`config.mk`:
```
export PLATFORM = sky130hd
export DESIGN_NAME = teq_ctrl
export DESIGN_NICKNAME = d
export VERILOG_FILES = /design/src/hw/rtl/teq_pkg.sv /design/src/hw/rtl/teq_ctrl.sv
export SDC_FILE = /design/constraint.sdc
export NUM_CORES = 1
export LEC_CHECK = 0
export BUFFER_PORTS_ARGS = -buffer_cell sky130_fd_sc_hd__buf_2
export CAP_MARGIN = 40
export CORE_AREA = 5 5 42 44
export DETAILED_ROUTE_END_ITERATION = 12
export DIE_AREA = 0 0 47 49
export SLEW_MARGIN = 0
export SYNTH_ARGS = -nofsm -noshare
export SYNTH_HDL_FRONTEND = slang
export SYNTH_SLANG_ARGS = --single-unit
export TNS_END_PERCENT = 5
```
`constraint.sdc`:
```
create_clock -name clk_i -period 1.44 [get_ports clk_i]
set_input_delay 0.144 -clock clk_i [delete_from_list [all_inputs] [get_ports clk_i]]
set_output_delay 0.144 -clock clk_i [all_outputs]
set_load 0.1 [all_outputs]
```
`src/hw/rtl/teq_pkg.sv`:
```
// Shared types and constants for the timer expiry queue.
// No dependencies; used by the interface, controller, datapath and top files.
package teq_pkg;

  localparam int unsigned DEPTH    = 16;
  localparam int unsigned ID_COUNT = 256;

  localparam int unsigned PTR_W  = $clog2(DEPTH);
  localparam int unsigned CNT_W  = $clog2(DEPTH + 1);
  localparam int unsigned MARK_W = $clog2(ID_COUNT);

  localparam int unsigned FUNC_W = 2;
  localparam int unsigned ID_W   = 8;
  localparam int unsigned TIME_W = 48;
  localparam int unsigned PER_W  = 32;
  localparam int unsigned KIND_W = 2;

  // input operation codes
  localparam logic [FUNC_W-1:0] FUNC_ADD     = 2'd0;
  localparam logic [FUNC_W-1:0] FUNC_CANCEL  = 2'd1;
  localparam logic [FUNC_W-1:0] FUNC_ADVANCE = 2'd2;

  // result kind codes
  localparam logic [KIND_W-1:0] KIND_ADD_ACK    = 2'd0;
  localparam logic [KIND_W-1:0] KIND_CANCEL_ACK = 2'd1;
  localparam logic [KIND_W-1:0] KIND_FIRED      = 2'd2;
  localparam logic [KIND_W-1:0] KIND_DONE       = 2'd3;

  // controller states, one-hot
  typedef enum logic [4:0] {
    S_IDLE  = 5'b00001,
    S_EXEC  = 5'b00010,
    S_POP   = 5'b00100,
    S_REARM = 5'b01000,
    S_DONE  = 5'b10000
  } state_e;

  // controller to datapath
  typedef struct packed {
    logic load;
    logic do_add;
    logic do_cancel;
    logic do_pop;
    logic do_rearm;
    logic emit_done;
  } cmd_t;

  // datapath to controller
  typedef struct packed {
    logic [FUNC_W-1:0] func;
    logic              head_due;
    logic              rearm_left;
    logic              out_free;
  } sts_t;

endpackage

```
`src/hw/rtl/teq_ctrl.sv`:
```
// Sequencing state machine of the timer expiry queue.
// Depends on teq_pkg; drives commands into teq_dp.
module teq_ctrl (
  input  logic          clk_i,
  input  logic          rst_ni,
  input  logic          in_valid_i,
  output logic          in_ready_o,
  input  teq_pkg::sts_t sts_i,
  output teq_pkg::cmd_t cmd_o
);

  teq_pkg::state_e state_q, state_d;

  // next state and commands
  always_comb begin
    state_d    = state_q;
    cmd_o      = '0;
    in_ready_o = 1'b0;
    case (state_q)
      teq_pkg::S_IDLE: begin
        in_ready_o = 1'b1;
        if (in_valid_i) begin
          cmd_o.load = 1'b1;
          state_d    = teq_pkg::S_EXEC;
        end
      end
      teq_pkg::S_EXEC: begin
        case (sts_i.func)
          teq_pkg::FUNC_ADD: begin
            if (sts_i.out_free) begin
              cmd_o.do_add = 1'b1;
              state_d      = teq_pkg::S_IDLE;
            end
          end
          teq_pkg::FUNC_CANCEL: begin
            if (sts_i.out_free) begin
              cmd_o.do_cancel = 1'b1;
              state_d         = teq_pkg::S_IDLE;
            end
          end
          teq_pkg::FUNC_ADVANCE: state_d = teq_pkg::S_POP;
          default: state_d = teq_pkg::S_IDLE;
        endcase
      end
      // remove due entries from the head one per cycle while the output register is free
      teq_pkg::S_POP: begin
        if (sts_i.head_due) begin
          if (sts_i.out_free) cmd_o.do_pop = 1'b1;
        end else begin
          state_d = teq_pkg::S_REARM;
        end
      end
      // walk the removed entries in expiry order
      teq_pkg::S_REARM: begin
        if (sts_i.rearm_left) cmd_o.do_rearm = 1'b1;
        else state_d = teq_pkg::S_DONE;
      end
      teq_pkg::S_DONE: begin
        if (sts_i.out_free) begin
          cmd_o.emit_done = 1'b1;
          state_d         = teq_pkg::S_IDLE;
        end
      end
      default: state_d = teq_pkg::S_IDLE;
    endcase
  end

  // state register
  always_ff @(posedge clk_i or negedge rst_ni) begin
    if (!rst_ni) state_q <= teq_pkg::S_IDLE;
    else state_q <= state_d;
  end

endmodule

```
==> metrics.md, run 1 <==
| Metric | Value |
|---|---|
| Status | `finished with violations` |
| Failing checks | `setup timing` |
| Top reg by flops | `state_q` |
| Ys flop type | `dfrtp_1` |
| Initial Utilization | `28.5%` |
| Final non-filler cell total | `86` |
| Max-slew violation count | `0` |
| DRC errors left | `0` |
| Final Hold Vio Count | `0` |
| Regs by FF count | `state_q x5` |
| Pwr per Cell Area | `1590 nW/um^2` |
| Vias/cell | `4.95` |
| Fmax | `0.574 GHz` |
| Warning count from the yosys run | `0` |
| Syn Std Cell Area | `399 um^2` |
| Max FFs per register | `5` |
| Area grow syn2layout | `89.0%` |
| Worst setup path category | `reg -> out` |
| DP HPWL | `837 um` |
| Largest fanout on the critical path | `5` |
| Initial antenna violation count | `0` |
| GRT overflow | `0` |
| Vert. Die Dim | `49 um` |
| Synth area leader | `dfrtp_1` |
| Leakage power | `0.000360 uW` |
| Final wirelength | `1130 um` |
| Gr usage total | `11.7%` |
| Ys async rst share | `100%` |
| Fin Clk Skew | `0.00226 ns` |
| Fill cells | `124` |
| Final setup fails | `7` |
| Startpoint Class | `register` |
| XOR/XNOR share of the synthesized area | `2.19%` |
| Synthesized flop and latch total | `5` |
| Clock Tree Root | `clkbuf_4` |
| Crit-path slowest cell | `or4b_1` |
| Vias in the first global route | `432` |
| NumNets Final | `79` |
| Share of cells above drive strength 1 | `61.4%` |
| Syn avg cell area | `9.28 um^2` |
| Number of max-cap violations | `0` |
| Max clock buf depth | `2` |
| Critical-path cell list | `or4b_1, and2b_2, buf_12` |
| Place WS | `-0.0489 ns` |
| Vias | `426` |
| Core area | `1400 um^2` |
| Rel. slew slack | `73.8%` |
| Fin Hold WS | `0.139 ns` |
| Mux share of post-synthesis cell area | `2.51%` |
| Syn Inst Count | `43` |
| Simple-gate share of the synthesized area | `39.8%` |
| CTS Buf Count | `3` |
| Main combinational cell family by area after synthesis | `simple AND/OR/NAND/NOR gates` |
| Compound-Gate Fraction of Synth Area | `18.5%` |
| I/O pin cnt | `15` |
| Finished Core Util | `53.8%` |
| Crit path DAT | `1.60 ns` |
| Clock latency on the worst-skew pair | `0.25 ns` |
| Final worst slack | `-0.301 ns` |
| Max VDD drop | `0.000736 V` |
| RSZ-0062 raised after global routing | `true` |
| Die W | `47 um` |
| Iteration-0 DRC Markers | `5` |
| Final instance area | `754 um^2` |
| Placed cells | `80` |
| Register area share after synthesis | `31.7%` |
| Largest net degree at the start of global routing | `8` |
| CP delay by family, top | `simple AND/OR/NAND/NOR gates` |
| Rows | `14` |
| Buffer and inverter count on the worst path | `1` |
| Die Area | `2300 um^2` |
| Wire per inst | `13.1 um` |
| Clk slew on worst S/H paths | `0.04 ns` |
| Adder-cell area share of the yosys netlist | `0%` |
| Synth area leaders | `dfrtp_1, dfstp_2, nand3b_1` |
| Sink Count | `5` |
| Library cells used by synthesis | `29` |
| Hold crit path type | `in -> reg` |
| Fin crit period | `1.74 ns` |
| Crit. End Element | `primary output` |
| First-pass GRT wire length | `1970 um` |
| Post-route antenna net violation count | `0` |
| GP Congestion | `0.748` |
| Placed Area | `682 um^2` |
| Commonest cells in the netlist | `dfrtp_1, nor2_1, inv_1, nand3b_1` |
| Post-synth EDFFs | `0` |
| Router iterations before antenna repair | `4` |
| Final worst path period share | `121%` |
| CP peak stage delay | `0.50 ns` |
| I/O Buffers | `14` |
| WP data required | `1.30 ns` |
| Top cell type's share of synthesized area | `25.1%` |
| Worst-margin pin slew | `0.390 ns` |
| Ant diodes | `0` |
| Syn_nets | `51` |
| H-tree depth | `1` |
| CTS tree | `done` |
[metrics by stage]
step | TNS [ns] | power (uW)
after floorplan | -1.87 | 709
after global placement | -0.135 | 982
after detailed placement | -0.196 | 985
after CTS | -1.66 | 1190
after global routing | -2.10 | 1270
final | -1.59 | 1200
[layout make-up]
class	instances	area [um^2]	area share, %
multi-input combinational	33	310	41.1
timing repair buffer	25	260	34.5
sequential	5	126	16.7
clock buffer	4	26.3	3.48
tap	16	20.0	2.65
inverter	3	11.3	1.49
[path summary, 6_finish.rpt]
path / start / to / slack, ns / cells after the start
max reg2reg: state_q[0] / state_q[3] / 0.08 / 4
min: sts_i[3] / state_q[2] / 0.14 / 2
min reg2reg: state_q[3] / state_q[1] / 0.64 / 3
min in group asynchronous: rst_ni / state_q[1] / 0.24 / 2
max: state_q[2] / cmd_o[0] / -0.30 / 3
max in group asynchronous: rst_ni / state_q[0] / 0.99 / 2
[routing by layer]
layer | GRT usage [%] | vias to the layer above | wire length, um
li1 | - | 213 | -
met5 | 0 | - | 0
met2 | 16.7 | 15 | 551
met4 | 5.53 | 0 | 19
met1 | 15.4 | 196 | 495
met3 | 4.06 | 2 | 64
[logic make-up (layout without fill, tap and decap cells)]
| kind of cell | after synthesis | after routing |
|---|---|---|
| AND/OR/NAND/NOR | 23 | 23 |
| flip-flops | 5 | 5 |
| buffers and inverters | 5 | 32 |
| AO/OA/AOI/OAI | 8 | 8 |
| XOR/XNOR | 1 | 1 |
| multiplexers | 1 | 1 |
[power by group]
| part | internal (uW) | switching [uW] |
|---|---|---|
| Sequential | 181 | 49.9 |
| Clock | 105 | 65.4 |
| Combinational | 342 | 454 |
[repair_timing]
action                                 in CTS  in global routing
pin swaps                                   3                  3
setup endpoints to repair                   8                  8
hold buffers                                1                  0
endpoints found under the hold margin       5                  0
gates resized for setup                     5                  2
setup buffers                               1                  0
[layout by cell type (no fill, tap or decap), types with 2 or more instances in the layout]
master	netlist	final
buf_12	0	7
buf_2	2	7
buf_4	0	10
clkbuf_4	0	3
dfrtp_1	4	4
inv_1	3	2
nand3b_1	3	3
nor2_4	0	2
nor2b_1	2	2
[worst reg2reg max path: stages, from the launching register on]
cell     delay [ns]
dfstp_2        0.57
buf_4          0.13
and4b_2        0.26
buf_4          0.15
a21o_1         0.14
No activity file was read; power rests on OpenSTA's default activity.
==> run 2, diff against run 1 <==
--- a/config.mk
+++ b/config.mk
@@ -5,11 +5,11 @@
 export SDC_FILE = /design/constraint.sdc
 export NUM_CORES = 1
 export LEC_CHECK = 0
-export BUFFER_PORTS_ARGS = -buffer_cell sky130_fd_sc_hd__buf_2
 export CAP_MARGIN = 40
 export CORE_AREA = 5 5 42 44
 export DETAILED_ROUTE_END_ITERATION = 12
 export DIE_AREA = 0 0 47 49
+export DONT_BUFFER_PORTS = 1
 export SLEW_MARGIN = 0
 export SYNTH_ARGS = -nofsm -noshare
 export SYNTH_HDL_FRONTEND = slang
==> metrics.md, run 2 (synthesis results as in run 1) <==
| Metric | Value |
|---|---|
| Status | `finished with violations` |
| Failing checks | `setup timing` |
| Rel. slew slack | `73.8% (about the same)` |
| Share of cells above drive strength 1 | `56.3% (-5.2 points)` |
| Commonest non-fill, non-tap cell in the layout | `buf_4` |
| Placed Area | `654 um^2 (-4.0%)` |
| Worst-margin pin slew | `0.390 ns (-0.000839 ns)` |
| Max FFs per register | `5 (unchanged)` |
| Vert. Die Dim | `49 um (unchanged)` |
| DRC errors left | `0 (unchanged)` |
| Largest net degree at the start of global routing | `8 (unchanged)` |
| NumNets Final | `73 (-7.6%)` |
| CP peak stage delay | `0.53 ns (+0.03 ns)` |
| Vias | `406 (-4.7%)` |
| Core area | `1400 um^2 (unchanged)` |
| Die Area | `2300 um^2 (unchanged)` |
| Initial Utilization | `28.5% (unchanged)` |
| Worst setup path category | `reg -> out` |
| Gr usage total | `11.7% (-0.079 points)` |
| First-pass GRT wire length | `1880 um (-4.2%)` |
| Fin crit period | `1.72 ns (-0.0166 ns)` |
| Initial antenna violation count | `0 (unchanged)` |
| Wire per inst | `14.5 um (+10%)` |
| Iteration-0 DRC Markers | `4 (-1)` |
| Max clock buf depth | `2 (unchanged)` |
| Vias/cell | `5.08 (+2.5%)` |
| Clock Tree Root | `clkbuf_4` |
| GRT overflow | `0 (unchanged)` |
| H-tree depth | `1 (unchanged)` |
| CTS Buf Count | `3 (unchanged)` |
| Final Hold Vio Count | `0 (unchanged)` |
| Number of max-cap violations | `0 (unchanged)` |
| DP HPWL | `939 um (+12%)` |
| RSZ-0062 raised after global routing | `true` |
| Hold wc startpoint | `sts_i[2]` |
| Area grow syn2layout | `82.8%` |
| Rows | `14 (unchanged)` |
| Crit path DAT | `1.58 ns (-0.02 ns)` |
| Max-slew violation count | `0 (unchanged)` |
| GP Congestion | `0.765 (+2.2%)` |
| Final worst slack | `-0.285 ns (+0.0166 ns)` |
| Final setup fails | `7 (unchanged)` |
| Fin Clk Skew | `0.00129 ns (-0.000963 ns)` |
| Ant diodes | `0 (unchanged)` |
| Final instance area | `729 um^2 (-3.3%)` |
| Vias in the first global route | `436 (+0.93%)` |
| CTS tree | `done` |
| Startpoint Class | `register` |
| Die W | `47 um (unchanged)` |
| Sink Count | `5 (unchanged)` |
| Clock latency on the worst-skew pair | `0.24 ns (about the same)` |
| Router iterations before antenna repair | `4 (unchanged)` |
| I/O Buffers | `0 (-14)` |
| WP data required | `1.30 ns (about the same)` |
| Fmax | `0.580 GHz (+0.96%)` |
| Commonest cells after routing, fill and taps aside | `buf_4, buf_12, nand3b_1, clkbuf_4, dfrtp_1` |
| Worst r2r src | `state_q[0]` |
| I/O pin cnt | `15 (unchanged)` |
| Largest fanout on the critical path | `4 (-1)` |
| Max VDD drop | `0.000790 V (+7.4%)` |
| Crit-path slowest cell | `or4b_1` |
| Regs by FF count | `state_q x5` |
| Top reg by flops | `state_q` |
| Crit. End Element | `primary output` |
| Clk slew on worst S/H paths | `0.04 ns (about the same)` |
| Fill cells | `130 (+4.8%)` |
| Critical-path cell list | `or4b_1, and2b_2, buf_12` |
| Crit path from | `state_q[0]` |
| Leakage power | `0.000335 uW (-6.9%)` |
| Final worst path period share | `120% (-1.2 points)` |
| Finished Core Util | `52.1% (-1.8 points)` |
| Post-route antenna net violation count | `0 (unchanged)` |
| Hold crit path type | `in -> reg` |
| Pwr per Cell Area | `1630 nW/um^2 (+2.5%)` |
| Final wirelength | `1160 um (+2.3%)` |
run 2: cell types whose count changed in the layout (fill, tap and decap cells not counted), sizes merged:
cell / previous run / this run
buf: 24 / 17
dlygate4sd3: 1 / 2
run 2: per-stage QoR:
stage                     total power, uW  setup TNS (ns)  hold slack, ns  std cells  setup slack (ns)
after global routing                 1250           -1.96          0.0388         80            -0.340
after detailed placement              978          -0.228          -0.151         74           -0.0514
after floorplan                       709           -1.87          -0.152         43            -0.414
after global placement                965          -0.108          -0.151         74           -0.0291
after CTS                            1180           -1.67          0.0245         80            -0.306
final                                1190           -1.44          0.0349         80            -0.285
run 2: what timing repair did:
| action | in CTS | in global routing |
|---|---|---|
| pin swaps | 3 | 3 |
| hold buffers | 2 | 0 |
| setup buffers | 0 | 0 |
| gates resized for setup | 5 | 3 |
| endpoints found under the setup margin | 9 | 7 |
| endpoints found under the hold margin | 6 | 0 |
run 2: worst paths after layout:
path / to / cells after the start / slack (ns)
worst max-delay path: cmd_o[0] / 3 / -0.28
worst min-delay path: state_q[2] / 1 / 0.03
worst max register to register: state_q[1] / 4 / 0.08
worst min register to register: state_q[4] / 2 / 0.59
max in group asynchronous: state_q[0] / 1 / 0.99
min in group asynchronous: state_q[3] / 1 / 0.20
run 2: critical path, delay by kind of cell, from the launching register on:
| kind | cells | cell delay [ns] |
|---|---|---|
| DFF | 1 | 0.39 |
| and+or+nand+nor | 2 | 0.78 |
| buffers and inverters | 1 | 0.17 |
run 2: area by class of cell:
type	count	area, um^2	area share [%]
inverter	3	11.3	1.54
clock buffer	4	26.3	3.60
multi-input combinational	33	305	41.9
timing repair buffer	19	239	32.8
sequential	5	128	17.5
tap	16	20.0	2.74
run 2: metal layers:
metal | part of all wire, % | up-vias | wire length [um] | GRT usage [%]
met1 | 39 | 183 | 448 | 13.8
met5 | 0 | - | 0 | 0
li1 | - | 200 | - | -
met3 | 11 | 2 | 123 | 4.43
met2 | 50 | 21 | 575 | 16.5
met4 | 0.69 | 0 | 8 | 8.29
run 2: report_power, final:
part | total (uW) | internal (uW) | switching, uW
logic | 796 | 344 | 453
registers | 229 | 181 | 48.1
clock network | 161 | 105 | 56.5
total | 1190 | 630 | 557
==> run 3, diff against run 2 <==
--- a/config.mk
+++ b/config.mk
@@ -5,6 +5,7 @@
 export SDC_FILE = /design/constraint.sdc
 export NUM_CORES = 1
 export LEC_CHECK = 0
+export ABC_AREA = 1
 export CAP_MARGIN = 40
 export CORE_AREA = 5 5 42 44
 export DETAILED_ROUTE_END_ITERATION = 12
==> metrics.md, run 3 <==
| Metric | Value |
|---|---|
| Status | `finished with violations` |
| Failing checks | `setup timing` |
| Rel. slew slack | `79.2% (+5.4 points)` |
| Top cell type's share of synthesized area | `24.7% (-0.39 points)` |
| Fin crit period | `1.59 ns (-0.130 ns)` |
| CTS Buf Count | `3 (unchanged)` |
| Final non-filler cell total | `86 (+7.5%)` |
| Crit-path slowest cell | `dfrtp_1` |
| Fin Hold WS | `0.0513 ns (+0.0164 ns)` |
| Hold crit path type | `in -> reg` |
| Commonest cells after routing, fill and taps aside | `nor2_1, buf_12, inv_1` |
| Commonest non-fill, non-tap cell in the layout | `nor2_1` |
| Clock Tree Root | `clkbuf_4` |
| Initial Utilization | `28.9% (+0.45 points)` |
| Die Area | `2300 um^2 (unchanged)` |
| Switching component of the power | `576 uW (+3.4%)` |
| H-tree depth | `1 (unchanged)` |
| Rows | `14 (unchanged)` |
| Top reg by flops | `state_q` |
| Final worst path period share | `111% (-9.0 points)` |
| Max clock buf depth | `2 (unchanged)` |
| Max-slew violation count | `0 (unchanged)` |
| Comb power frac | `65.0% (-2.1 points)` |
| GP Congestion | `0.744 (-2.7%)` |
| Synth area leaders | `dfrtp_1, nor2_4, nor2_1` |
| DP HPWL | `834 um (-11%)` |
| Iteration-0 DRC Markers | `7 (+3)` |
| Crit. End Element | `primary output` |
| Library cells used by synthesis | `18 (-38%)` |
| Final wirelength | `931 um (-19%)` |
| Syn Inst Count | `55 (+28%)` |
| First-pass GRT wire length | `1750 um (-7.0%)` |
| Placed cells | `79 (+6.8%)` |
| Final worst slack | `-0.155 ns (+0.130 ns)` |
| Core area | `1400 um^2 (unchanged)` |
| Power share of the clock group | `13.9% (+0.3 points)` |
| Initial antenna violation count | `0 (unchanged)` |
| P_int | `539 uW (-14%)` |
| Startpoint Class | `register` |
| Wire per inst | `10.8 um (-25%)` |
| Buffer and inverter count on the worst path | `2 (+1)` |
| Switching share of power | `51.7% (+4.7 points)` |
| I/O pin cnt | `15 (unchanged)` |
| RSZ-0062 raised after global routing | `true` |
| Ys flop type | `dfrtp_1` |
| Largest fanout on the critical path | `3 (-1)` |
| Max VDD drop | `0.00118 V (+49%)` |
| Largest net degree at the start of global routing | `7 (-1)` |
| CP delay by family, top | `simple AND/OR/NAND/NOR gates` |
| Ys async rst share | `100% (unchanged)` |
| Register area share after synthesis | `31.2% (-0.49 points)` |
| Die W | `47 um (unchanged)` |
| Final setup fails | `6 (-1)` |
| Clk slew on worst S/H paths | `0.04 ns (about the same)` |
| Vias/cell | `4.84 (-4.7%)` |
| Sink Count | `5 (unchanged)` |
| Most numerous cell in the Yosys netlist | `nor2_1` |
| Gr usage total | `10.1% (-1.6 points)` |
| WP data required | `1.30 ns (about the same)` |
| Syn Std Cell Area | `405 um^2 (+1.6%)` |
| Fin Clk Skew | `0.00523 ns (+0.00393 ns)` |
| Critical-path cell list | `nor2_4, nand4_1, buf_6, nor4_4, buf_12` |
| Post-synth EDFFs | `0 (unchanged)` |
| Commonest cells in the netlist | `nor2_1, inv_1, nand2_1` |
| Ant diodes | `0 (unchanged)` |
| Synthesized flop and latch total | `5 (unchanged)` |
| CTS tree | `done` |
| Max FFs per register | `5 (unchanged)` |
| Syn_nets | `63 (+24%)` |
| Sequential Power Share | `21.1% (+1.8 points)` |
| Router iterations before antenna repair | `4 (unchanged)` |
| Vert. Die Dim | `49 um (unchanged)` |
| Leakage power | `0.000309 uW (-7.6%)` |
| Number of max-cap violations | `0 (unchanged)` |
| Vias in the first global route | `427 (-2.1%)` |
| Warning count from the yosys run | `0 (unchanged)` |
| Area grow syn2layout | `66.0%` |
| Worst setup path category | `reg -> out` |
| DRC errors left | `0 (unchanged)` |
| Worst-margin pin slew | `0.312 ns (-0.0777 ns)` |
| Post-route antenna net violation count | `0 (unchanged)` |
| Clock latency on the worst-skew pair | `0.24 ns (about the same)` |
| Final Hold Vio Count | `0 (unchanged)` |
| Pwr per Cell Area | `1660 nW/um^2 (+1.8%)` |
| I/O Buffers | `0 (unchanged)` |
| Syn avg cell area | `7.37 um^2 (-21%)` |
| Crit path DAT | `1.45 ns (-0.13 ns)` |
| NumNets Final | `79 (+8.2%)` |
| Synth area leader | `dfrtp_1` |
| Vias | `416 (+2.5%)` |
| Fmax | `0.627 GHz (+8.1%)` |
| CP peak stage delay | `0.40 ns (-0.13 ns)` |
| GRT overflow | `0 (unchanged)` |
| Share of cells above drive strength 1 | `51.4% (-4.8 points)` |
| Regs by FF count | `state_q x5` |
-- run 3: cell types whose count changed in the layout (fill, tap and decap cells not counted), moves of 4 or more --
cell | before | now
inv_1 | 2 | 6
nand2_2 | 0 | 4
nor2_1 | 1 | 9
nand2_1 | 0 | 5
buf_4 | 9 | 2
-- run 3: logic make-up after synthesis --
family	synth area share, %
flops	31.2
buf+inv	8.33
simple gates	55.9
compound gates	4.63
-- run 3: worst paths after layout --
check	slack [ns]	startpoint	depth (start not counted)	to
min in group asynchronous	0.19	rst_ni	1	state_q[2]
min reg2reg	0.68	state_q[3]	3	state_q[2]
max in group asynchronous	0.99	rst_ni	1	state_q[0]
max reg2reg	0.23	state_q[0]	5	state_q[1]
min	0.05	sts_i[1]	2	state_q[3]
max	-0.15	state_q[3]	5	cmd_o[3]
-- run 3: metal layers --
metal  share of wire, %  GRT usage [%]  up-vias
li1                   -              -      208
met1                 42           12.6      184
met2                 48           14.9       24
met3                9.5           6.27        0
met4                  0           1.38        0
met5                  0              0        -
-- run 3: timing repair --
item                       4_1_cts  5_1_grt
setup endpoints to repair        7        7
setup buffers                    2        0
gates resized for setup          5        0
hold endpoints to repair         5        0
hold buffers                     1        0
pin swaps                        0        0
-- run 3: power by group through the flow --
stage	registers, uW	logic (uW)	clock network [uW]
finish	235	725	155
global route	240	769	183
CTS	236	736	165
detailed placement	235	650	0
global placement	235	642	0
floorplan	226	516	0
-- run 3: area by class of cell --
class	count	area, um^2
clock buffer	4	26.3
fill	143	728
inverter	9	33.8
multi-input combinational	41	289
sequential	5	128
tap	16	20.0
timing repair buffer	11	176
-- run 3: stage by stage --
step	utilization, %	cell area [um^2]	setup slack [ns]	total power [uW]	setup TNS (ns)
global placement	43.1	604	0.0173	876	0
floorplan	-	449	-0.515	741	-2.54
finish	48.0	673	-0.155	1120	-0.486
CTS	48.0	673	-0.170	1140	-0.612
detailed placement	43.1	604	-0.0329	885	-0.0643
global route	48.0	673	-0.225	1190	-1.04
-- run 3: worst reg2reg max path, cell delays in order (launching register included) --
cell and delay (ns):
dfstp_2 0.57, nand3_2 0.14, nor2_4 0.18, nand2_2 0.10, nand3_2 0.07, nor2_1 0.04
